File: src/hdl/rsov_pkg.sv
// Shared types and constants for the redundant sensor outlier vote unit.
// No dependencies.
package rsov_pkg;

    localparam int SENSOR_SLOTS = 4;
    localparam int NUM_SENSORS  = 4;
    localparam int TEMP_BITS    = 16;
    localparam int THR_BITS     = 16;
    localparam int CNT_BITS     = 3;

    localparam logic [THR_BITS-1:0] THR_RESET = THR_BITS'(32);

    typedef enum logic [1:0] {
        ST_AVERAGED     = 2'd0,
        ST_SINGLE       = 2'd1,
        ST_ALL_OUTLIERS = 2'd2,
        ST_NONE_VALID   = 2'd3
    } t_vote_status;

    typedef struct packed {
        logic signed [TEMP_BITS-1:0] temp_0;
        logic signed [TEMP_BITS-1:0] temp_1;
        logic signed [TEMP_BITS-1:0] temp_2;
        logic signed [TEMP_BITS-1:0] temp_3;
        logic                        fault_0;
        logic                        fault_1;
        logic                        fault_2;
        logic                        fault_3;
    } t_item_in;

    typedef struct packed {
        logic signed [TEMP_BITS-1:0] fused_temp;
        logic [CNT_BITS-1:0]         valid_count;
        logic [SENSOR_SLOTS-1:0]     outlier_mask;
        t_vote_status                vote_status;
    } t_result;

    typedef struct packed {
        logic load;
        logic sum;
        logic eval;
        logic decide;
        logic div_abs;
        logic div_mul;
        logic div_fix;
    } t_dp_cmd;

    typedef struct packed {
        logic few_valid;  // fewer than two readings take part
        logic reject;     // worst reading is at or beyond threshold
        logic last;       // a rejection now leaves one reading
    } t_dp_sts;

endpackage

File: src/hdl/rsov_ctrl.sv
// Sequencer for the outlier vote: one-hot state machine issuing datapath commands.
// Depends on rsov_pkg.
module rsov_ctrl (
    input  logic              i_clk,
    input  logic              i_rst_n,
    input  logic              i_start,
    input  rsov_pkg::t_dp_sts i_sts,
    output rsov_pkg::t_dp_cmd o_cmd,
    output logic              o_busy,
    output logic              o_strobe
);

    typedef enum logic [7:0] {
        S_IDLE    = 8'b0000_0001,
        S_SUM     = 8'b0000_0010,
        S_EVAL    = 8'b0000_0100,
        S_DECIDE  = 8'b0000_1000,
        S_DIV_ABS = 8'b0001_0000,
        S_DIV_MUL = 8'b0010_0000,
        S_DIV_FIX = 8'b0100_0000,
        S_DONE    = 8'b1000_0000
    } t_state;

    t_state r_state;
    t_state n_state;

    always_comb begin
        n_state = r_state;
        unique case (r_state)
            S_IDLE: begin
                if (i_start) begin
                    n_state = S_SUM;
                end
            end
            S_SUM: begin
                n_state = i_sts.few_valid ? S_DONE : S_EVAL;
            end
            S_EVAL: begin
                n_state = S_DECIDE;
            end
            S_DECIDE: begin
                priority if (i_sts.reject && i_sts.last) begin
                    n_state = S_DONE;
                end else if (i_sts.reject) begin
                    n_state = S_EVAL;
                end else begin
                    n_state = S_DIV_ABS;
                end
            end
            S_DIV_ABS: begin
                n_state = S_DIV_MUL;
            end
            S_DIV_MUL: begin
                n_state = S_DIV_FIX;
            end
            S_DIV_FIX: begin
                n_state = S_DONE;
            end
            S_DONE: begin
                n_state = S_IDLE;
            end
            default: begin
                n_state = S_IDLE;
            end
        endcase
    end

    always_ff @(posedge i_clk) begin
        if (!i_rst_n) begin
            r_state <= S_IDLE;
        end else begin
            r_state <= n_state;
        end
    end

    always_comb begin
        o_cmd.load    = (r_state == S_IDLE) && i_start;
        o_cmd.sum     = (r_state == S_SUM);
        o_cmd.eval    = (r_state == S_EVAL);
        o_cmd.decide  = (r_state == S_DECIDE);
        o_cmd.div_abs = (r_state == S_DIV_ABS);
        o_cmd.div_mul = (r_state == S_DIV_MUL);
        o_cmd.div_fix = (r_state == S_DIV_FIX);
    end

    assign o_busy   = (r_state != S_IDLE);
    assign o_strobe = (r_state == S_DONE);

endmodule

File: src/hdl/rsov_datapath.sv
// Datapath for the outlier vote: readings, running sum, deviations, rejection
// and the divide by count. Depends on rsov_pkg.
module rsov_datapath (
    input  logic                             i_clk,
    input  logic                             i_rst_n,
    input  rsov_pkg::t_item_in               i_item,
    input  logic                             i_cfg_we,
    input  logic [rsov_pkg::THR_BITS-1:0]    i_cfg_wdata,
    input  rsov_pkg::t_dp_cmd                i_cmd,
    output rsov_pkg::t_dp_sts                o_sts,
    output rsov_pkg::t_result                o_result
);

    localparam int SLOTS  = rsov_pkg::SENSOR_SLOTS;
    localparam int TB     = rsov_pkg::TEMP_BITS;
    localparam int CB     = rsov_pkg::CNT_BITS;
    localparam int IDX_W  = $clog2(SLOTS);
    localparam int SUM_W  = TB + 2;
    localparam int DEV_W  = TB + 4;
    localparam int THRN_W = rsov_pkg::THR_BITS + CB;
    localparam int CMP_W  = (DEV_W > THRN_W) ? DEV_W : THRN_W;
    localparam int MAG_W  = SUM_W;
    localparam int PROD_W = 2 * MAG_W - 1;
    // floor(2^MAG_W / 3): quotient low by at most one, fixed in the last step
    localparam logic [MAG_W-2:0] RECIP3 = (MAG_W-1)'((64'd1 << MAG_W) / 64'd3);

    logic signed [TB-1:0]         r_temp [SLOTS];
    logic [SLOTS-1:0]             r_live;
    logic signed [SUM_W-1:0]      r_sum;
    logic [CB-1:0]                r_cnt;
    logic [SLOTS-1:0]             r_rej;
    logic signed [TB-1:0]         r_fused;
    rsov_pkg::t_vote_status       r_status;
    logic [DEV_W-1:0]             r_dev [SLOTS];
    logic [THRN_W-1:0]            r_thr_n;
    logic [rsov_pkg::THR_BITS-1:0] r_thr;
    logic                         r_neg;
    logic [MAG_W-1:0]             r_mag;
    logic [MAG_W-1:0]             r_q0;

    logic signed [TB-1:0]    in_temp [SLOTS];
    logic [SLOTS-1:0]        in_fault;
    logic [CB-1:0]           live_cnt;
    logic signed [SUM_W-1:0] sum_all;
    logic signed [TB-1:0]    single_val;
    logic [DEV_W-1:0]        n_dev [SLOTS];
    logic [IDX_W-1:0]        worst_idx;
    logic [DEV_W-1:0]        worst_dev;
    logic                    do_reject;
    logic [SLOTS-1:0]        survivors;
    logic signed [TB-1:0]    survivor_val;
    logic [PROD_W-1:0]       prod3;
    logic [MAG_W-1:0]        n_q0;
    logic [MAG_W-1:0]        q_back;
    logic [MAG_W-1:0]        q_rem;
    logic [MAG_W-1:0]        q_fix;
    logic signed [TB-1:0]    avg_val;

    assign in_temp[0]  = i_item.temp_0;
    assign in_temp[1]  = i_item.temp_1;
    assign in_temp[2]  = i_item.temp_2;
    assign in_temp[3]  = i_item.temp_3;
    assign in_fault    = {i_item.fault_3, i_item.fault_2, i_item.fault_1, i_item.fault_0};

    // participation count, sum and the lone reading
    always_comb begin
        live_cnt   = '0;
        sum_all    = '0;
        single_val = '0;
        for (int i = 0; i < SLOTS; i++) begin
            if (r_live[i]) begin
                live_cnt   = live_cnt + CB'(1);
                sum_all    = sum_all + SUM_W'(r_temp[i]);
                single_val = r_temp[i];
            end
        end
    end

    // |n*x - S| for every reading
    always_comb begin
        logic signed [DEV_W-1:0] cnt_s;
        logic signed [DEV_W-1:0] diff;
        cnt_s = DEV_W'($signed({1'b0, r_cnt}));
        for (int i = 0; i < SLOTS; i++) begin
            diff     = cnt_s * DEV_W'(r_temp[i]) - DEV_W'(r_sum);
            n_dev[i] = diff[DEV_W-1] ? DEV_W'(-diff) : DEV_W'(diff);
        end
    end

    // farthest live reading, lowest index on ties
    always_comb begin
        logic found;
        found     = 1'b0;
        worst_idx = '0;
        worst_dev = '0;
        for (int i = 0; i < SLOTS; i++) begin
            if (r_live[i] && (!found || (r_dev[i] > worst_dev))) begin
                found     = 1'b1;
                worst_idx = IDX_W'(i);
                worst_dev = r_dev[i];
            end
        end
    end

    assign do_reject = CMP_W'(worst_dev) >= CMP_W'(r_thr_n);
    assign survivors = r_live & ~(SLOTS'(1) << worst_idx);

    always_comb begin
        survivor_val = '0;
        for (int i = 0; i < SLOTS; i++) begin
            if (survivors[i]) begin
                survivor_val = r_temp[i];
            end
        end
    end

    // divide by count: shift for two and four, reciprocal for three
    assign prod3 = PROD_W'(r_mag) * PROD_W'(RECIP3);

    always_comb begin
        unique case (r_cnt)
            CB'(3):  n_q0 = MAG_W'(prod3[PROD_W-1:MAG_W]);
            CB'(4):  n_q0 = r_mag >> 2;
            default: n_q0 = r_mag >> 1;
        endcase
    end

    assign q_back  = r_q0 * MAG_W'(r_cnt);
    assign q_rem   = r_mag - q_back;
    assign q_fix   = (q_rem >= MAG_W'(r_cnt)) ? r_q0 + MAG_W'(1) : r_q0;
    assign avg_val = r_neg ? TB'(MAG_W'(0) - q_fix) : TB'(q_fix);

    always_ff @(posedge i_clk) begin
        if (!i_rst_n) begin
            r_thr <= rsov_pkg::THR_RESET;
        end else if (i_cfg_we) begin
            r_thr <= i_cfg_wdata;
        end
    end

    always_ff @(posedge i_clk) begin
        if (i_cmd.load) begin
            for (int i = 0; i < SLOTS; i++) begin
                r_temp[i] <= in_temp[i];
                r_live[i] <= !in_fault[i] && (i < rsov_pkg::NUM_SENSORS);
            end
        end
        if (i_cmd.sum) begin
            r_sum <= sum_all;
            r_cnt <= live_cnt;
            r_rej <= '0;
            priority if (live_cnt == CB'(0)) begin
                r_fused  <= '0;
                r_status <= rsov_pkg::ST_NONE_VALID;
            end else if (live_cnt == CB'(1)) begin
                r_fused  <= single_val;
                r_status <= rsov_pkg::ST_SINGLE;
            end else begin
                r_status <= rsov_pkg::ST_AVERAGED;
            end
        end
        if (i_cmd.eval) begin
            for (int i = 0; i < SLOTS; i++) begin
                r_dev[i] <= n_dev[i];
            end
            r_thr_n <= THRN_W'(r_thr) * THRN_W'(r_cnt);
        end
        if (i_cmd.decide && do_reject) begin
            if (r_cnt == CB'(2)) begin
                // only one left: it goes out as well, marked
                r_rej    <= r_rej | r_live;
                r_live   <= '0;
                r_cnt    <= '0;
                r_fused  <= survivor_val;
                r_status <= rsov_pkg::ST_ALL_OUTLIERS;
            end else begin
                r_live[worst_idx] <= 1'b0;
                r_rej[worst_idx]  <= 1'b1;
                r_sum             <= r_sum - SUM_W'(r_temp[worst_idx]);
                r_cnt             <= r_cnt - CB'(1);
            end
        end
        if (i_cmd.div_abs) begin
            r_neg <= r_sum[SUM_W-1];
            r_mag <= r_sum[SUM_W-1] ? MAG_W'(-r_sum) : MAG_W'(r_sum);
        end
        if (i_cmd.div_mul) begin
            r_q0 <= n_q0;
        end
        if (i_cmd.div_fix) begin
            r_fused <= avg_val;
        end
    end

    always_comb begin
        o_sts.few_valid = (live_cnt < CB'(2));
        o_sts.reject    = do_reject;
        o_sts.last      = (r_cnt == CB'(2));
    end

    always_comb begin
        o_result.fused_temp   = r_fused;
        o_result.valid_count  = r_cnt;
        o_result.outlier_mask = r_rej;
        o_result.vote_status  = r_status;
    end

endmodule

File: src/hdl/redundant_sensor_outlier_vote_unit.sv
// Top level of the redundant sensor outlier vote unit.
// Depends on rsov_pkg, rsov_ctrl and rsov_datapath.
//
//  channel  | handshake          | payload
//  ---------+--------------------+----------------------------
//  item in  | start, busy        | i_item  (rsov_pkg::t_item_in)
//  result   | o_valid (strobe)   | o_result (rsov_pkg::t_result)
//  config   | i_cfg_we           | i_cfg_wdata (threshold)
//
// An item is taken when start is high and busy low; one item is in work at a time.
// With fewer than two valid readings the strobe follows the sum step directly; otherwise
// it follows R evaluate/decide rounds, R at most three, and for an averaged result also
// the abs, multiply and fix steps of the divide. Busy drops in the cycle after the strobe,
// when the unit is back in idle. Synchronous active-low reset returns to idle, threshold 32.
// The result is shown for one cycle only; the receiver cannot stall it.
module redundant_sensor_outlier_vote_unit (
    input  logic                          i_clk,
    input  logic                          i_rst_n,
    input  logic                          start,
    output logic                          busy,
    input  rsov_pkg::t_item_in            i_item,
    input  logic                          i_cfg_we,
    input  logic [rsov_pkg::THR_BITS-1:0] i_cfg_wdata,
    output logic                          o_valid,
    output rsov_pkg::t_result             o_result
);

    rsov_pkg::t_dp_cmd cmd;
    rsov_pkg::t_dp_sts sts;

    rsov_ctrl u_ctrl (
        .i_clk    (i_clk),
        .i_rst_n  (i_rst_n),
        .i_start  (start),
        .i_sts    (sts),
        .o_cmd    (cmd),
        .o_busy   (busy),
        .o_strobe (o_valid)
    );

    rsov_datapath u_datapath (
        .i_clk       (i_clk),
        .i_rst_n     (i_rst_n),
        .i_item      (i_item),
        .i_cfg_we    (i_cfg_we),
        .i_cfg_wdata (i_cfg_wdata),
        .i_cmd       (cmd),
        .o_sts       (sts),
        .o_result    (o_result)
    );

endmodule

File: config.mk
export PLATFORM = sky130hd
export DESIGN_NAME = redundant_sensor_outlier_vote_unit
export DESIGN_NICKNAME = d
export VERILOG_FILES = /design/src/hdl/rsov_pkg.sv /design/src/hdl/rsov_ctrl.sv /design/src/hdl/rsov_datapath.sv /design/src/hdl/redundant_sensor_outlier_vote_unit.sv
export SDC_FILE = /design/constraint.sdc
export NUM_CORES = 2
export LEC_CHECK = 0
export ABC_AREA = 1
export BUFFER_PORTS_ARGS = -buffer_cell sky130_fd_sc_hd__buf_2
export CORE_ASPECT_RATIO = 0.6
export CORE_UTILIZATION = 35
export DETAILED_ROUTE_END_ITERATION = 6
export GPL_ROUTABILITY_DRIVEN = 0
export SLEW_MARGIN = 20
export SYNTH_ARGS = -nofsm -noshare
export SYNTH_HDL_FRONTEND = slang
export SYNTH_SLANG_ARGS = --single-unit
File: constraint.sdc
create_clock -name i_clk -period 17.9 [get_ports i_clk]
set_clock_uncertainty 0.15 [all_clocks]
set_input_delay 2.685 -clock i_clk [delete_from_list [all_inputs] [get_ports i_clk]]
set_output_delay 2.685 -clock i_clk [all_outputs]
set_load 0.05 [all_outputs]
==> results.sh <==
export IMPL_multi_input_area_um2=26160
export IMPL_cp_common_cell="nand2_1"
export IMPL_synth_distinct_cells=62
export IMPL_slew_viol_final=0
export IMPL_final_hold_viol_count=0
export IMPL_post_cts_setup_buffers=0
export IMPL_met2WireLength_mm=45.91
export IMPL_synthCells=5060
export IMPL_grt_ovfl_total=0
export IMPL_r2r_end="u_datapath.r_sum[1]$_DFF_P_"
export IMPL_vias_per_cell=5.283
export IMPL_seq_area_um2=7427
export IMPL_yosysSeqAreaShare=0.1956
export IMPL_start_kind="flip-flop"
export IMPL_period_minus_slack_ns=11.86
export IMPL_fillers=11098
export IMPL_r2r_start="u_datapath.r_live[0]$_DFF_P_"
export IMPL_hold_buffers=0
export IMPL_cts_sinks=270
export IMPL_initial_core_util=0.3535
export IMPL_cts_resized=0
export IMPL_rsz0062_at_grt="false"
export IMPL_holdPathEnd="u_datapath.r_rej[3]$_DFF_P_"
export IMPL_min_path_cells=2
export IMPL_antenna_left=0
export IMPL_relSlewSlack=0.2336
export IMPL_dieArea_um2=109800
export IMPL_drive_above_1_share=0.05500
export IMPL_core_area_um2=107400
export IMPL_io_pins=115
export IMPL_drt_wl_total_mm=134.9
export IMPL_cts_root_buf="clkbuf_16"
export IMPL_cp_arrival_ns=12.16
export IMPL_synthTopCellsByArea="ha_1 17%, edfxtp_1 16%, fa_1 15%"
export IMPL_status="complete, but fails checks"
export IMPL_dr_wl_met3_mm=20.22
export IMPL_hpwl_mm=110.9
export IMPL_critical_path_class="flip-flop to flip-flop"
export IMPL_async_flop_share=0
export IMPL_worst_pin_slew_ns=1.138
export IMPL_grt_pass1_wl_mm=200.0
export IMPL_synth_top_area_frac=0.1654
export IMPL_post_route_util=0.3842
export IMPL_period_share=0.6628
export IMPL_synthFlopType="edfxtp_1"
export IMPL_drc=69
export IMPL_cts_buffers=34
export IMPL_firstDrtPassIters=7
export IMPL_finalSetupTns_ns=0
export IMPL_setup_violations=0
export IMPL_ys_warn_count=0
export IMPL_antenna_found_initial=7
export IMPL_grt_usage=0.2425
export IMPL_top_layer="met5"
export IMPL_critPathMaxStageDelay_ns=0.90
export IMPL_yosysTopAreaCell="ha_1"
export IMPL_num_vias=34730
export IMPL_violations="design-rule violations"
export IMPL_fmax_ghz=0.08429
export IMPL_rrSetupSlack_ns=6.04
export IMPL_hold_class="flip-flop to flip-flop"
export IMPL_die_y_um=257.1
export IMPL_die_x_um=427.2
export IMPL_netlist_area_um2=37970
export IMPL_row_count=93
export IMPL_cp_required_ns=18.19
export IMPL_clkSlewWorstSetupHoldPaths_ns=0.07
export IMPL_cts_buffer_depth=3
export IMPL_wl_met1_mm=65.21
export IMPL_syn_avg_cell_area_um2=7.504
export IMPL_drt_iter0_drc=4320
export IMPL_grt_max_degree=79
export IMPL_avgRoutedWirePerCell_um=20.52
export IMPL_maxCapViolations=0
export IMPL_grt_pass1_vias=31584
export IMPL_rr_worst_depth=53
export IMPL_slowest_stage="inv_1"
export IMPL_area_delta_synth_final_pct=8.687
export IMPL_crit_path_max_fanout=49
export IMPL_ys_ff_latch=270
export IMPL_cp_end_kind="flip-flop"
export IMPL_synth_nets=5930
export IMPL_io_buffers=114
export IMPL_synth_edff_count=202
export IMPL_layout_nets=5989
export IMPL_min_from="u_datapath.r_rej[3]$_DFF_P_"
export IMPL_cts_tree="yes"
export IMPL_htreeDepth=2
export IMPL_worstSkewPairLatency_ns=0.60
metal layers:
metal | track usage | vias up
met4 | 0.04812 | 22
met3 | 0.1070 | 225
met2 | 0.2877 | 1760
met5 | 0.02368 | -
met1 | 0.3814 | 16280
li1 | - | 16443
cell usage in the layout, fill, tap and decap left out, types with 75 or more instances in the layout:
master / count
nor2_1: 242
ha_1: 502
edfxtp_1: 202
nand2_1: 1124
xnor2_1: 75
a21oi_1: 300
xor2_1: 149
o21ai_0: 300
inv_1: 1029
buf_2: 114
nand3_1: 222
fa_1: 280
cell families after synthesis:
kind of cell             count (synthesis)  share of synthesized area
multiplexers                             1                  0.0002636
flip-flops                             270                     0.1956
AO/OA/AOI/OAI                          802                     0.1194
adder cells (fa/ha/maj)                782                     0.3131
buffers and inverters                 1166                     0.1160
AND/OR/NAND/NOR                       1815                     0.2040
XOR/XNOR                               224                    0.05167
flip-flops by register name, indices dropped and copies added (netlist names):
signal / cells
u_datapath.r_q0: 17
u_ctrl.r_state: 8
u_datapath.r_temp: 64
u_datapath.r_thr_n: 19
u_datapath.r_fused: 16
u_datapath.r_live: 4
u_datapath.r_dev: 80
u_datapath.r_sum: 18
u_datapath.r_rej: 4
u_datapath.r_status: 2
u_datapath.r_neg: 1
u_datapath.r_cnt: 3
u_datapath.r_mag: 18
u_datapath.r_thr: 16
critical path, delay by kind of cell, from the launching register on:
| family | cells | cell delay [ns] |
|---|---|---|
| simple gates | 29 | 4.95 |
| buf+inv | 8 | 2.51 |
| fa+ha+maj | 4 | 1.23 |
| flops | 1 | 0.33 |
| compound gates | 12 | 2.47 |
area by class of cell:
type | instances | area share
diodes | 4 | 0.0002426
flip-flops and latches | 270 | 0.1800
multi-input cells | 3624 | 0.6339
inverters | 1043 | 0.09487
well taps | 1425 | 0.04321
repair buffers | 146 | 0.01965
clock buffers | 44 | 0.02277
clock inverters | 18 | 0.005367
cell usage after synthesis, types with 18 or more instances:
library cell	number
o221ai_1	32
or2_2	28
fa_1	280
nor2_1	243
nand3b_1	26
xor2_1	149
nand3_1	222
o211ai_1	27
o21ai_0	300
nor3_1	44
clkbuf_1	89
nand2_1	1125
o21bai_1	22
inv_1	1029
a31oi_1	26
nand2_2	18
xnor2_1	75
nor4_1	20
a21oi_1	300
edfxtp_1	202
nand4_1	59
buf_1	21
ha_1	502
dfxtp_1	68
worst max path at each step:
stage / start / to / cells after the start
3_3_place_gp: u_datapath.r_live[0]$_DFF_P_ / u_datapath.r_sum[1]$_DFF_P_ / 53
4_1_cts: u_datapath.r_live[0]$_DFF_P_ / u_datapath.r_sum[1]$_DFF_P_ / 53
6_report: u_datapath.r_live[0]$_DFF_P_ / u_datapath.r_sum[1]$_DFF_P_ / 53
5_1_grt: u_datapath.r_live[0]$_DFF_P_ / u_datapath.r_sum[1]$_DFF_P_ / 54
3_5_place_dp: u_datapath.r_live[0]$_DFF_P_ / u_datapath.r_sum[1]$_DFF_P_ / 53
2_1_floorplan: u_ctrl.r_state[6]$_SDFFE_PN0P_ / u_datapath.r_dev[0][0]$_DFFE_PP_ / 5
stage by stage:
step	std cells	worst slack [ns]	hold slack [ns]	area, um2
6_report	6574	6.036	0.3294	41270
5_1_grt	6570	4.864	0.3669	41260
4_1_cts	6570	6.018	0.3363	41250
2_1_floorplan	5060	6.762	0.3219	37970
3_5_place_dp	6508	6.084	0.3280	40090
3_3_place_gp	6508	6.373	0.3164	40090
Power is left out: the tool's default activity adds up to more than one toggle a clock period on the data nets, which glitch-free logic cannot reach.
